==> src/hdl/frss_pkg.sv <==
package frss_pkg;

	localparam int TIME_WIDTH = 32;                  // timer width, 16 to 64
	localparam int DIV_W = 27;                       // holds the numerator
	localparam int Q_W   = 16;                       // rate value width
	localparam int BCD_W = 16;                       // four BCD digits

	localparam logic [DIV_W-1:0] RATE_NUM   = 27'd100000000;
	localparam logic [Q_W-1:0]   RATE_MAX   = 16'hFFFF;
	// elapsed times below this give a quotient above RATE_MAX
	localparam logic [15:0]      OVER_LIMIT = 16'd1526;
	localparam logic [7:0]       POINT_BIT  = 8'h80;

	typedef struct packed {
		logic [TIME_WIDTH-1:0] start_time;
		logic [TIME_WIDTH-1:0] end_time;
	} operands_t;

	typedef struct packed {
		logic [23:0] low_segments;
		logic [7:0]  high_segments;
		logic        overrange;
	} result_t;

	typedef struct packed {
		logic             valid;
		logic             over;
		logic [DIV_W-1:0] rem;
		logic [DIV_W-1:0] divisor;
		logic [Q_W-1:0]   quot;
	} div_stage_t;

	typedef struct packed {
		logic             valid;
		logic [BCD_W-1:0] bcd;
		logic [Q_W-1:0]   bin;
	} bcd_stage_t;

	// active-low segments, bit 0 = a .. bit 6 = g, point bit set (off)
	function automatic logic [7:0] seg_encode(input logic [3:0] digit);
		logic [7:0] seg;
		case (digit)
			4'd0: seg = 8'hC0;
			4'd1: seg = 8'hF9;
			4'd2: seg = 8'hA4;
			4'd3: seg = 8'hB0;
			4'd4: seg = 8'h99;
			4'd5: seg = 8'h92;
			4'd6: seg = 8'h82;
			4'd7: seg = 8'hF8;
			4'd8: seg = 8'h80;
			4'd9: seg = 8'h90;
			default: seg = 8'hFF;
		endcase
		return seg | POINT_BIT;
	endfunction

endpackage

==> src/hdl/frame_rate_seven_segment_core.sv <==
// Frame-rate to seven-segment encoder: one transfer per cycle, busy never rises.
// result_valid is registered through one input stage, 16 division cells,
// 16 BCD cells and one output register.
// Throughput: one item per clock; the receiver cannot stall, nothing backs up.
// The rate is set by the division and BCD cell chains, one cell per clock.
// Reset (arst_n low) clears all valid bits at once; payload is not reset.
module frame_rate_seven_segment_core (
	input  logic                 clk,
	input  logic                 arst_n,
	input  logic                 start,
	output logic                 busy,
	input  frss_pkg::operands_t  operands,
	output logic                 result_valid,
	output frss_pkg::result_t    result
);

	localparam int TIME_WIDTH = frss_pkg::TIME_WIDTH;
	// timestamps are widened so that any TIME_WIDTH from 16 to 64 wraps correctly
	localparam int EXT_W = (TIME_WIDTH > 32) ? TIME_WIDTH : 32;

	logic [EXT_W-1:0]      start_ext;
	logic [EXT_W-1:0]      end_ext;
	logic [EXT_W-1:0]      diff;
	logic [TIME_WIDTH-1:0] elapsed;
	logic [EXT_W-1:0]      elapsed_ext;
	logic                  too_short;
	logic                  too_long;

	frss_pkg::div_stage_t  stage_s1;
	frss_pkg::div_stage_t  div_chain [0:frss_pkg::Q_W];
	frss_pkg::bcd_stage_t  bcd_chain [0:frss_pkg::Q_W];

	logic [frss_pkg::BCD_W-1:0] digits;
	logic                       result_valid_q;
	frss_pkg::result_t          result_q;

	// every cycle is open for a transfer
	assign busy = 1'b0;

	// elapsed time modulo 2^TIME_WIDTH
	assign start_ext   = EXT_W'(operands.start_time);
	assign end_ext     = EXT_W'(operands.end_time);
	assign diff        = end_ext - start_ext;
	assign elapsed     = diff[TIME_WIDTH-1:0];
	assign elapsed_ext = EXT_W'(elapsed);

	// zero and very short frames saturate; very long ones simply give zero
	assign too_short = elapsed < TIME_WIDTH'(frss_pkg::OVER_LIMIT);
	assign too_long  = elapsed_ext >= (EXT_W'(1) << frss_pkg::DIV_W);

	always_ff @(posedge clk or negedge arst_n) begin
		if (!arst_n) begin
			stage_s1.valid <= 1'b0;
		end else begin
			stage_s1.valid   <= start & ~busy;
			stage_s1.over    <= too_short;
			stage_s1.rem     <= frss_pkg::RATE_NUM;
			stage_s1.divisor <= too_long ? '1 : elapsed_ext[frss_pkg::DIV_W-1:0];
			stage_s1.quot    <= '0;
		end
	end

	// quotient bits from the top down, one cell per bit
	assign div_chain[0] = stage_s1;

	for (genvar i = 0; i < frss_pkg::Q_W; i++) begin : g_div
		frss_div_cell #(
			.SHIFT(frss_pkg::Q_W - 1 - i)
		) u_div (
			.clk    (clk),
			.arst_n (arst_n),
			.prior  (div_chain[i]),
			.stage  (div_chain[i+1])
		);
	end

	// saturation is applied as the rate enters the BCD chain
	always_comb begin
		bcd_chain[0].valid = div_chain[frss_pkg::Q_W].valid;
		bcd_chain[0].bcd   = '0;
		bcd_chain[0].bin   = div_chain[frss_pkg::Q_W].over ? frss_pkg::RATE_MAX
		                                                   : div_chain[frss_pkg::Q_W].quot;
	end

	// the overrange flag rides alongside the BCD cells in a delay line of
	// flags
	logic [frss_pkg::Q_W-1:0] over_line_q;

	always_ff @(posedge clk) begin
		over_line_q <= {over_line_q[frss_pkg::Q_W-2:0], div_chain[frss_pkg::Q_W].over};
	end

	for (genvar i = 0; i < frss_pkg::Q_W; i++) begin : g_bcd
		frss_bcd_cell u_bcd (
			.clk    (clk),
			.arst_n (arst_n),
			.prior  (bcd_chain[i]),
			.stage  (bcd_chain[i+1])
		);
	end

	assign digits = bcd_chain[frss_pkg::Q_W].bcd;

	// segment bytes: point lit on the ones digit of the rate
	always_ff @(posedge clk or negedge arst_n) begin
		if (!arst_n) begin
			result_valid_q <= 1'b0;
		end else begin
			result_valid_q         <= bcd_chain[frss_pkg::Q_W].valid;
			result_q.low_segments  <= {frss_pkg::seg_encode(digits[11:8]) & ~frss_pkg::POINT_BIT,
			                           frss_pkg::seg_encode(digits[7:4]),
			                           frss_pkg::seg_encode(digits[3:0])};
			result_q.high_segments <= frss_pkg::seg_encode(digits[15:12]);
			result_q.overrange     <= over_line_q[frss_pkg::Q_W-1];
		end
	end

	assign result_valid = result_valid_q;
	assign result       = result_q;

endmodule

==> src/hdl/frss_div_cell.sv <==
// One restoring-division step: tries divisor << SHIFT against the remainder.
module frss_div_cell #(
	parameter int SHIFT = 0
) (
	input  logic                   clk,
	input  logic                   arst_n,
	input  frss_pkg::div_stage_t   prior,
	output frss_pkg::div_stage_t   stage
);

	localparam int CMP_W = frss_pkg::DIV_W + frss_pkg::Q_W;

	logic [CMP_W-1:0]     shifted;
	logic [CMP_W-1:0]     rem_ext;
	frss_pkg::div_stage_t step;
	frss_pkg::div_stage_t stage_q;

	always_comb begin
		shifted = CMP_W'(prior.divisor) << SHIFT;
		rem_ext = CMP_W'(prior.rem);
		step    = prior;
		if (rem_ext >= shifted) begin
			step.rem         = prior.rem - shifted[frss_pkg::DIV_W-1:0];
			step.quot[SHIFT] = 1'b1;
		end
	end

	always_ff @(posedge clk or negedge arst_n) begin
		if (!arst_n) begin
			stage_q.valid <= 1'b0;
		end else begin
			stage_q <= step;
		end
	end

	assign stage = stage_q;

endmodule

==> src/hdl/frss_bcd_cell.sv <==
// One double-dabble step, keeping the low four BCD digits.
module frss_bcd_cell (
	input  logic                   clk,
	input  logic                   arst_n,
	input  frss_pkg::bcd_stage_t   prior,
	output frss_pkg::bcd_stage_t   stage
);

	logic [frss_pkg::BCD_W-1:0] adj;
	frss_pkg::bcd_stage_t       step;
	frss_pkg::bcd_stage_t       stage_q;

	always_comb begin
		for (int n = 0; n < frss_pkg::BCD_W / 4; n++) begin
			if (prior.bcd[n*4 +: 4] >= 4'd5) begin
				adj[n*4 +: 4] = prior.bcd[n*4 +: 4] + 4'd3;
			end else begin
				adj[n*4 +: 4] = prior.bcd[n*4 +: 4];
			end
		end
		step.valid = prior.valid;
		step.bcd   = {adj[frss_pkg::BCD_W-2:0], prior.bin[frss_pkg::Q_W-1]};
		step.bin   = {prior.bin[frss_pkg::Q_W-2:0], 1'b0};
	end

	always_ff @(posedge clk or negedge arst_n) begin
		if (!arst_n) begin
			stage_q.valid <= 1'b0;
		end else begin
			stage_q <= step;
		end
	end

	assign stage = stage_q;

endmodule

==> config.mk <==
export PLATFORM = sky130hd
export DESIGN_NAME = frame_rate_seven_segment_core
export DESIGN_NICKNAME = d
export VERILOG_FILES = /design/src/hdl/frss_pkg.sv /design/src/hdl/frame_rate_seven_segment_core.sv /design/src/hdl/frss_div_cell.sv /design/src/hdl/frss_bcd_cell.sv
export SDC_FILE = /design/constraint.sdc
export NUM_CORES = 2
export LEC_CHECK = 0
export BUFFER_PORTS_ARGS = -buffer_cell sky130_fd_sc_hd__buf_2
export CELL_PAD_IN_SITES_DETAIL_PLACEMENT = 1
export CELL_PAD_IN_SITES_GLOBAL_PLACEMENT = 1
export CORE_MARGIN = 2
export CORE_UTILIZATION = 30
export DETAILED_ROUTE_END_ITERATION = 12
export GPL_TIMING_DRIVEN = 0
export HOLD_SLACK_MARGIN = 0.05
export PLACE_DENSITY_LB_ADDON = 0.1
export SLEW_MARGIN = 10
export SYNTH_ARGS = -nofsm -noshare
export SYNTH_HDL_FRONTEND = slang
export SYNTH_SLANG_ARGS = --single-unit
export TNS_END_PERCENT = 100
==> constraint.sdc <==
create_clock -name clk -period 3.65 [get_ports clk]
set_input_delay 0.1825 -clock clk [delete_from_list [all_inputs] [get_ports clk]]
set_output_delay 0.1825 -clock clk [all_outputs]
set_load 0.01 [all_outputs]
# Yosys cells after proc, flatten, opt, wreduce, memory -nomap -nowiden
# Memories as Yosys holds them, arrays and structs flattened. A register that Yosys moved wholly into a read port is not among the register bits.
# Cells that the tools add are included.
[totals]
mem_count = 4
rom_bits = 448
input_bits = 67
regBits = 1378
word_cells = 365
output_inout_bits = 35
[memory_table]
columns = ["memory", "words", "width", "rd", "rd_clocked_by_memory_dff", "wr", "line", "source"]
rows = [
  ["(name not given)", 16, 7, 1, 1, 0, "frss_pkg.sv:42", "case (digit)"],
  ["(name not given)", 16, 7, 1, 1, 0, "frss_pkg.sv:42", ""],
  ["(name not given)", 16, 7, 1, 1, 0, "frss_pkg.sv:42", ""],
  ["(name not given)", 16, 7, 1, 1, 0, "frss_pkg.sv:42", ""],
]
[op_classes]
add_sub_neg = 70
order_cmp = 72
muxes = 69
[ops]
columns = ["operator", "n"]
rows = [
  ["27-bit two-way mux", 14],
  ["27-bit subtractor", 14],
  ["4-bit by 3-bit >= comparator with 1-bit output (second input constant)", 50],
  ["4-bit by 2-bit adder with 4-bit output (second input constant)", 39],
  ["4-bit two-way mux", 39],
  ["27-bit by 42-bit >= comparator with 1-bit output (first input constant)", 1],
  ["27-bit by 41-bit >= comparator with 1-bit output", 1],
  ["27-bit by 40-bit >= comparator with 1-bit output", 1],
  ["27-bit by 39-bit >= comparator with 1-bit output", 1],
  ["27-bit by 38-bit >= comparator with 1-bit output", 1],
  ["27-bit by 37-bit >= comparator with 1-bit output", 1],
  ["27-bit by 36-bit >= comparator with 1-bit output", 1],
  ["27-bit by 35-bit >= comparator with 1-bit output", 1],
  ["27-bit by 34-bit >= comparator with 1-bit output", 1],
  ["3-bit by 2-bit adder with 3-bit output (second input constant)", 11],
  ["27-bit by 33-bit >= comparator with 1-bit output", 1],
  ["3-bit two-way mux", 11],
  ["27-bit by 32-bit >= comparator with 1-bit output", 1],
  ["32-bit by 28-bit >= comparator with 1-bit output (second input constant)", 1],
  ["32-bit by 11-bit less-than comparator with 1-bit output (second input constant)", 1],
  ["32-bit subtractor", 1],
  ["27-bit by 31-bit >= comparator with 1-bit output", 1],
  ["27-bit by 30-bit >= comparator with 1-bit output", 1],
  ["27-bit by 29-bit >= comparator with 1-bit output", 1],
  ["other kinds (8)", 16],
]

# Depth between registers and ports, before layout
[logic_depth]
word_depth = 2
mapped_depth = 14
ltp_nobuf = 13

# By module
# From an unflattened synthesis, not the netlist that was laid out.
[unflattened]
hier_cells = 6279
hier_area_um2 = 83750.3
[modules_own_cells]
columns = ["module", "area_each_um2", "cells_each", "seq_area_each_um2", "n_inst"]
rows = [
  ["frss_bcd_cell", 1352.5, 94, 955.9, 16],
  ["frame_rate_seven_segment_core", 5258.8, 567, 2082.0, 1],
  ["frss_div_cell (g_div[14].u_div)", 4085.2, 338, 2157.1, 1],
  ["frss_div_cell (g_div[15].u_div)", 3973.8, 318, 2157.1, 1],
  ["frss_div_cell (g_div[13].u_div)", 3946.3, 353, 2157.1, 1],
  ["frss_div_cell (g_div[11].u_div)", 3885.0, 297, 2157.1, 1],
  ["frss_div_cell (g_div[12].u_div)", 3754.9, 302, 2157.1, 1],
  ["frss_div_cell (g_div[10].u_div)", 3681.0, 294, 2157.1, 1],
  ["frss_div_cell (g_div[9].u_div)", 3663.5, 267, 2157.1, 1],
  ["frss_div_cell (g_div[8].u_div)", 3559.7, 245, 2157.1, 1],
  ["frss_div_cell (g_div[7].u_div)", 3548.4, 250, 2157.1, 1],
  ["frss_div_cell (g_div[6].u_div)", 3504.6, 249, 2157.1, 1],
  ["frss_div_cell (g_div[5].u_div)", 3385.7, 253, 2157.1, 1],
  ["frss_div_cell (g_div[4].u_div)", 3360.7, 231, 2157.1, 1],
  ["4 more rows", "--", "--", "--", "--"],
]

# Worst setup path before layout
# No wires, ideal clock.
[synth_path]
kind = "reg-to-reg"
from = "register g_div[10].u_div.stage_q, in the netlist g_div[10].u_div.stage[17]"
to = "register g_div[11].u_div.stage_q, in the netlist g_div[11].u_div.stage[52] (data pin)"
required_ns = 3.390
path_buffers = 1
setup_time_ns = 0.260
synth_period_minus_slack_ns = 3.274
arrival_ns = 3.015
path_slack_ns = 0.376
stages_incl_launch_ff = 13
cell_sequence = "edfxtp_1 -> inv_1 -> ha_1 -> nor2b_1 -> o21ai_1 -> a21oi_1 -> o41a_1 -> o41ai_4 -> o31ai_1 -> o221a_2 -> o21ai_2 -> buf_4 -> mux2_2"
[synth_rtl]
columns = ["item", "line", "source"]
rows = [
  ["start: declaration", "frss_div_cell.sv:16", "frss_pkg::div_stage_t stage_q;"],
  ["start signal: assignment", "frss_div_cell.sv:32", "stage_q <= step;"],
  ["end signal: assignment", "frss_div_cell.sv:32", ""],
  ["end: declaration", "frss_div_cell.sv:16", ""],
]

==> impl_metrics.tcl <==
set metrics [dict create \
    status "completed" \
    met1Wirelength_um 48600 \
    switchingPower_uw 9410 \
    hpwl_um 93400 \
    die_h_um 450 \
    finalSetupViolCount 0 \
    fin_util 0.354 \
    post-place-ws_ns -1.12 \
    synth_warnings 0 \
    grt_overflow 0 \
    route.detailed.drc 0 \
    yosys.area_share.xor_xnor 0.0398 \
    vias_per_cell 4.55 \
    p_per_area_nw_per_um2 531 \
    rows 163 \
    holdPathEnd "div_chain[1192]" \
    wl_met2_um 71200 \
    numCtsBuffers 150 \
    ant_nets 0 \
    synth_top_area_share 0.594 \
    r2r-end "g_div[11].u_div.stage[68]" \
    hold_depth 5 \
    top_layer "met4" \
    max_stage_delay_ns 0.47 \
    grt_usage 0.126 \
    synth_top_family_by_area "compound AO/OA/AOI/OAI gates" \
    vias 35500 \
    required_ns 4.16 \
    synthFlopType "edfxtp_1" \
    netlist_instances 4697 \
    start_kind "flip-flop" \
    synth-async-reset-ratio 0.0277 \
    crit_path_top_delay_cell "o41a_1" \
    cts_tree "yes" \
    crit_family "compound AO/OA/AOI/OAI gates" \
    yosys.area_share.simple 0.0879 \
    critical_path_class "reg -> reg" \
    worstMarginPinSlew_ns 1.14 \
    clockBufferDepth 3 \
    htree_levels 4 \
    grt_max_degree 155 \
    hold_start "operands[56]" \
    max_freq_ghz 0.283 \
    fin_crit_ns 3.54 \
    met3_length_um 3400 \
    seqPwrFrac 0.468 \
    power_frac_clock 0.401 \
    critPathArrivalTime_ns 4.05 \
    synth-edff-count 1179 \
    die_w_um 450 \
    slew_headroom 0.234 \
    synth-compound-area-share 0.0983 \
    io_buffers 96 \
    clock-sinks 1229 \
    reg2reg_from "g_div[10].u_div.stage[20]" \
    r2r_cells 13 \
    layout_common_cells "edfxtp_1, inv_1, ha_1" \
    sw_frac_of_total 0.253 \
    report.final.slew_viol_count 0 \
    cts_root_buffer "clkbuf_16" \
    die_area_um2 202000 \
    dr.pass1.iters 4 \
    core_area_um2 197000 \
    synth_mux_area_frac 0.0313 \
    p_comb_frac 0.131 \
    clock_latency_ns 0.77 \
    synth.distinct_cells 97 \
    grt_pass1_wl_um 204000 \
    cp_num_buf_inv 3 \
    wirelength_um 128000 \
    hold_viol 0 \
    ir_drop_uv 455 \
    crit_fanout 5 \
    startpoint "g_div[10].u_div.stage[20]" \
    syn_to_final_growth_pct 17.4 \
    io_pins 102 \
    gp_congestion 0.803 \
    start_util 0.302 \
    path_clk_slew_ns 0.06 \
    fin_worst_skew_ns 0.0223 \
    p_leak_uw 0.0277 \
    intPower_uw 27800 \
    antenna_found_initial 1 \
    drt_iter0_drc 1343 \
    period_share 0.969 \
    wire_per_inst_um 16.3 \
    worst_hold_path_type "in -> reg" \
    yosys.area.top_type "edfxtp_1" \
    drive_gt1_frac 0.132 \
    synth.cell_area_um2 59600 \
    ys_seq_elements 1229 \
    nNetsFinal 5541 \
    rsz0062_at_grt "yes" \
    ff2ff_setup_slack_ns 0.11 \
    end_kind "flip-flop" \
    final_common_cell "edfxtp_1" \
    drv_cap 0 \
    post-route-worst-setup-slack_ns 0.113 \
    syn_area_per_cell_um2 12.7 \
    ys_seq_area_frac 0.614 \
    grt_pass1_vias 38200 \
    synth_area_leaders "edfxtp_1, ha_1, inv_1, xnor2_1, nand2_1" \
    crit_chain "inv_2 > ha_4 > a21o_1 > a21oi_1 > nor2b_1 > o41a_1 > o41ai_4 > o31ai_4 > o221a_2 > o21ai_4 > buf_4 > buf_16 > mux2_2" \
    synth-adder-area-share 0.0922 \
]
[flip-flops by register name (all words and copies together) (netlist names)]
name               flops
result_valid           1
over_line_q           16
g_div.u_div.stage    858
result                29
div_chain             29
g_bcd.u_bcd.stage    296
[worst reg2reg max path, stage by stage (launching register included)]
cell and delay, ns:
edfxtp_1 0.43, inv_2 0.10, ha_4 0.22, a21o_1 0.16
a21oi_1 0.15, nor2b_1 0.10, o41a_1 0.47, o41ai_4 0.37
o31ai_4 0.13, o221a_2 0.34, o21ai_4 0.21, buf_4 0.17
buf_16 0.11, mux2_2 0.33
[per-stage QoR]
stage	cells	power, µW	hold slack, ns	setup TNS [ns]	cell area, µm²
CTS	7785	37900	0.0514	0	69600
finish	7812	37200	0.123	0	70000
global route	7810	39100	0.101	-0.196	70000
floorplan	4700	20800	-0.113	0	59600
detailed placement	7444	22500	0.272	-172.79	63600
global placement	7436	22900	0.312	-	63400
[cells in the mapped netlist, drive strengths merged, types with 34 or more instances]
library cell  number
edfxtp          1179
inv              504
ha               415
nand2            401
o21ai            295
a21oi            289
nor2             224
xnor2            187
nand2b           129
mux2             125
a21o             100
xor2              84
nor3              55
nor2b             54
mux2i             46
nand3             43
or2               42
clkbuf            36
dfrtp             34
[power groups by stage]
| stage | clock [µW] | combinational (µW) | sequential [µW] |
|---|---|---|---|
| 2_1_floorplan | 0 | 3360 | 17500 |
| 3_3_place_gp | 0 | 4640 | 18200 |
| 3_5_place_dp | 0 | 4760 | 17700 |
| 4_1_cts | 15600 | 4940 | 17400 |
| 5_1_grt | 16000 | 5570 | 17500 |
| 6_report | 14900 | 4890 | 17400 |
[logic make-up (layout without fill, tap and decap cells)]
logic type	count (synthesis)	count (layout)
AOI/OAI and AO/OA	943	943
xor gates and xnor gates	271	271
adders and majority gates	430	430
buffers and inverters	564	1033
DFF	1229	1229
muxes	171	171
other	2	8
and+or+nand+nor	1087	1087
[worst max-delay path by stage]
stage,endpoint,slack (ns),cells past startpoint
floorplan,g_div[11].u_div.stage[52],0.38,12
global placement,result_valid,-23.39,1
detailed placement,g_div[14].u_div.stage[51],-1.12,13
CTS,g_div[9].u_div.stage[68],0.001,12
global route,g_div[6].u_div.stage[64],-0.03,12
finish,g_div[11].u_div.stage[68],0.11,13
[metal layers]
metal  vias up  track usage
met1     17300        0.128
met3       236       0.0220
li1      17700            -
met4         0       0.0491
met5         -            0
met2       346        0.249
[repair_timing]
| item | in CTS | in global routing |
|---|---|---|
| setup endpoints to repair | 280 | 225 |
| endpoints found under the hold margin | 156 | 0 |
| hold buffers | 41 | 0 |
| pin swaps | 15 | 22 |
| setup buffers | 22 | 24 |
| resized for setup | 119 | 44 |
| gates cloned | 1 | 1 |
[area by class of cell]
class                      count  area, µm²
antenna                        3       7.51
buffer                        59        413
clock buffer                 188       3980
clock inverter                89        978
fill                       21000     127000
inverter                     504       1900
multi-input combinational   2907      21300
sequential                  1229      36600
tap                         2640       3300
timing repair buffer         193       1520
Power figures use the tool's default switching activity.
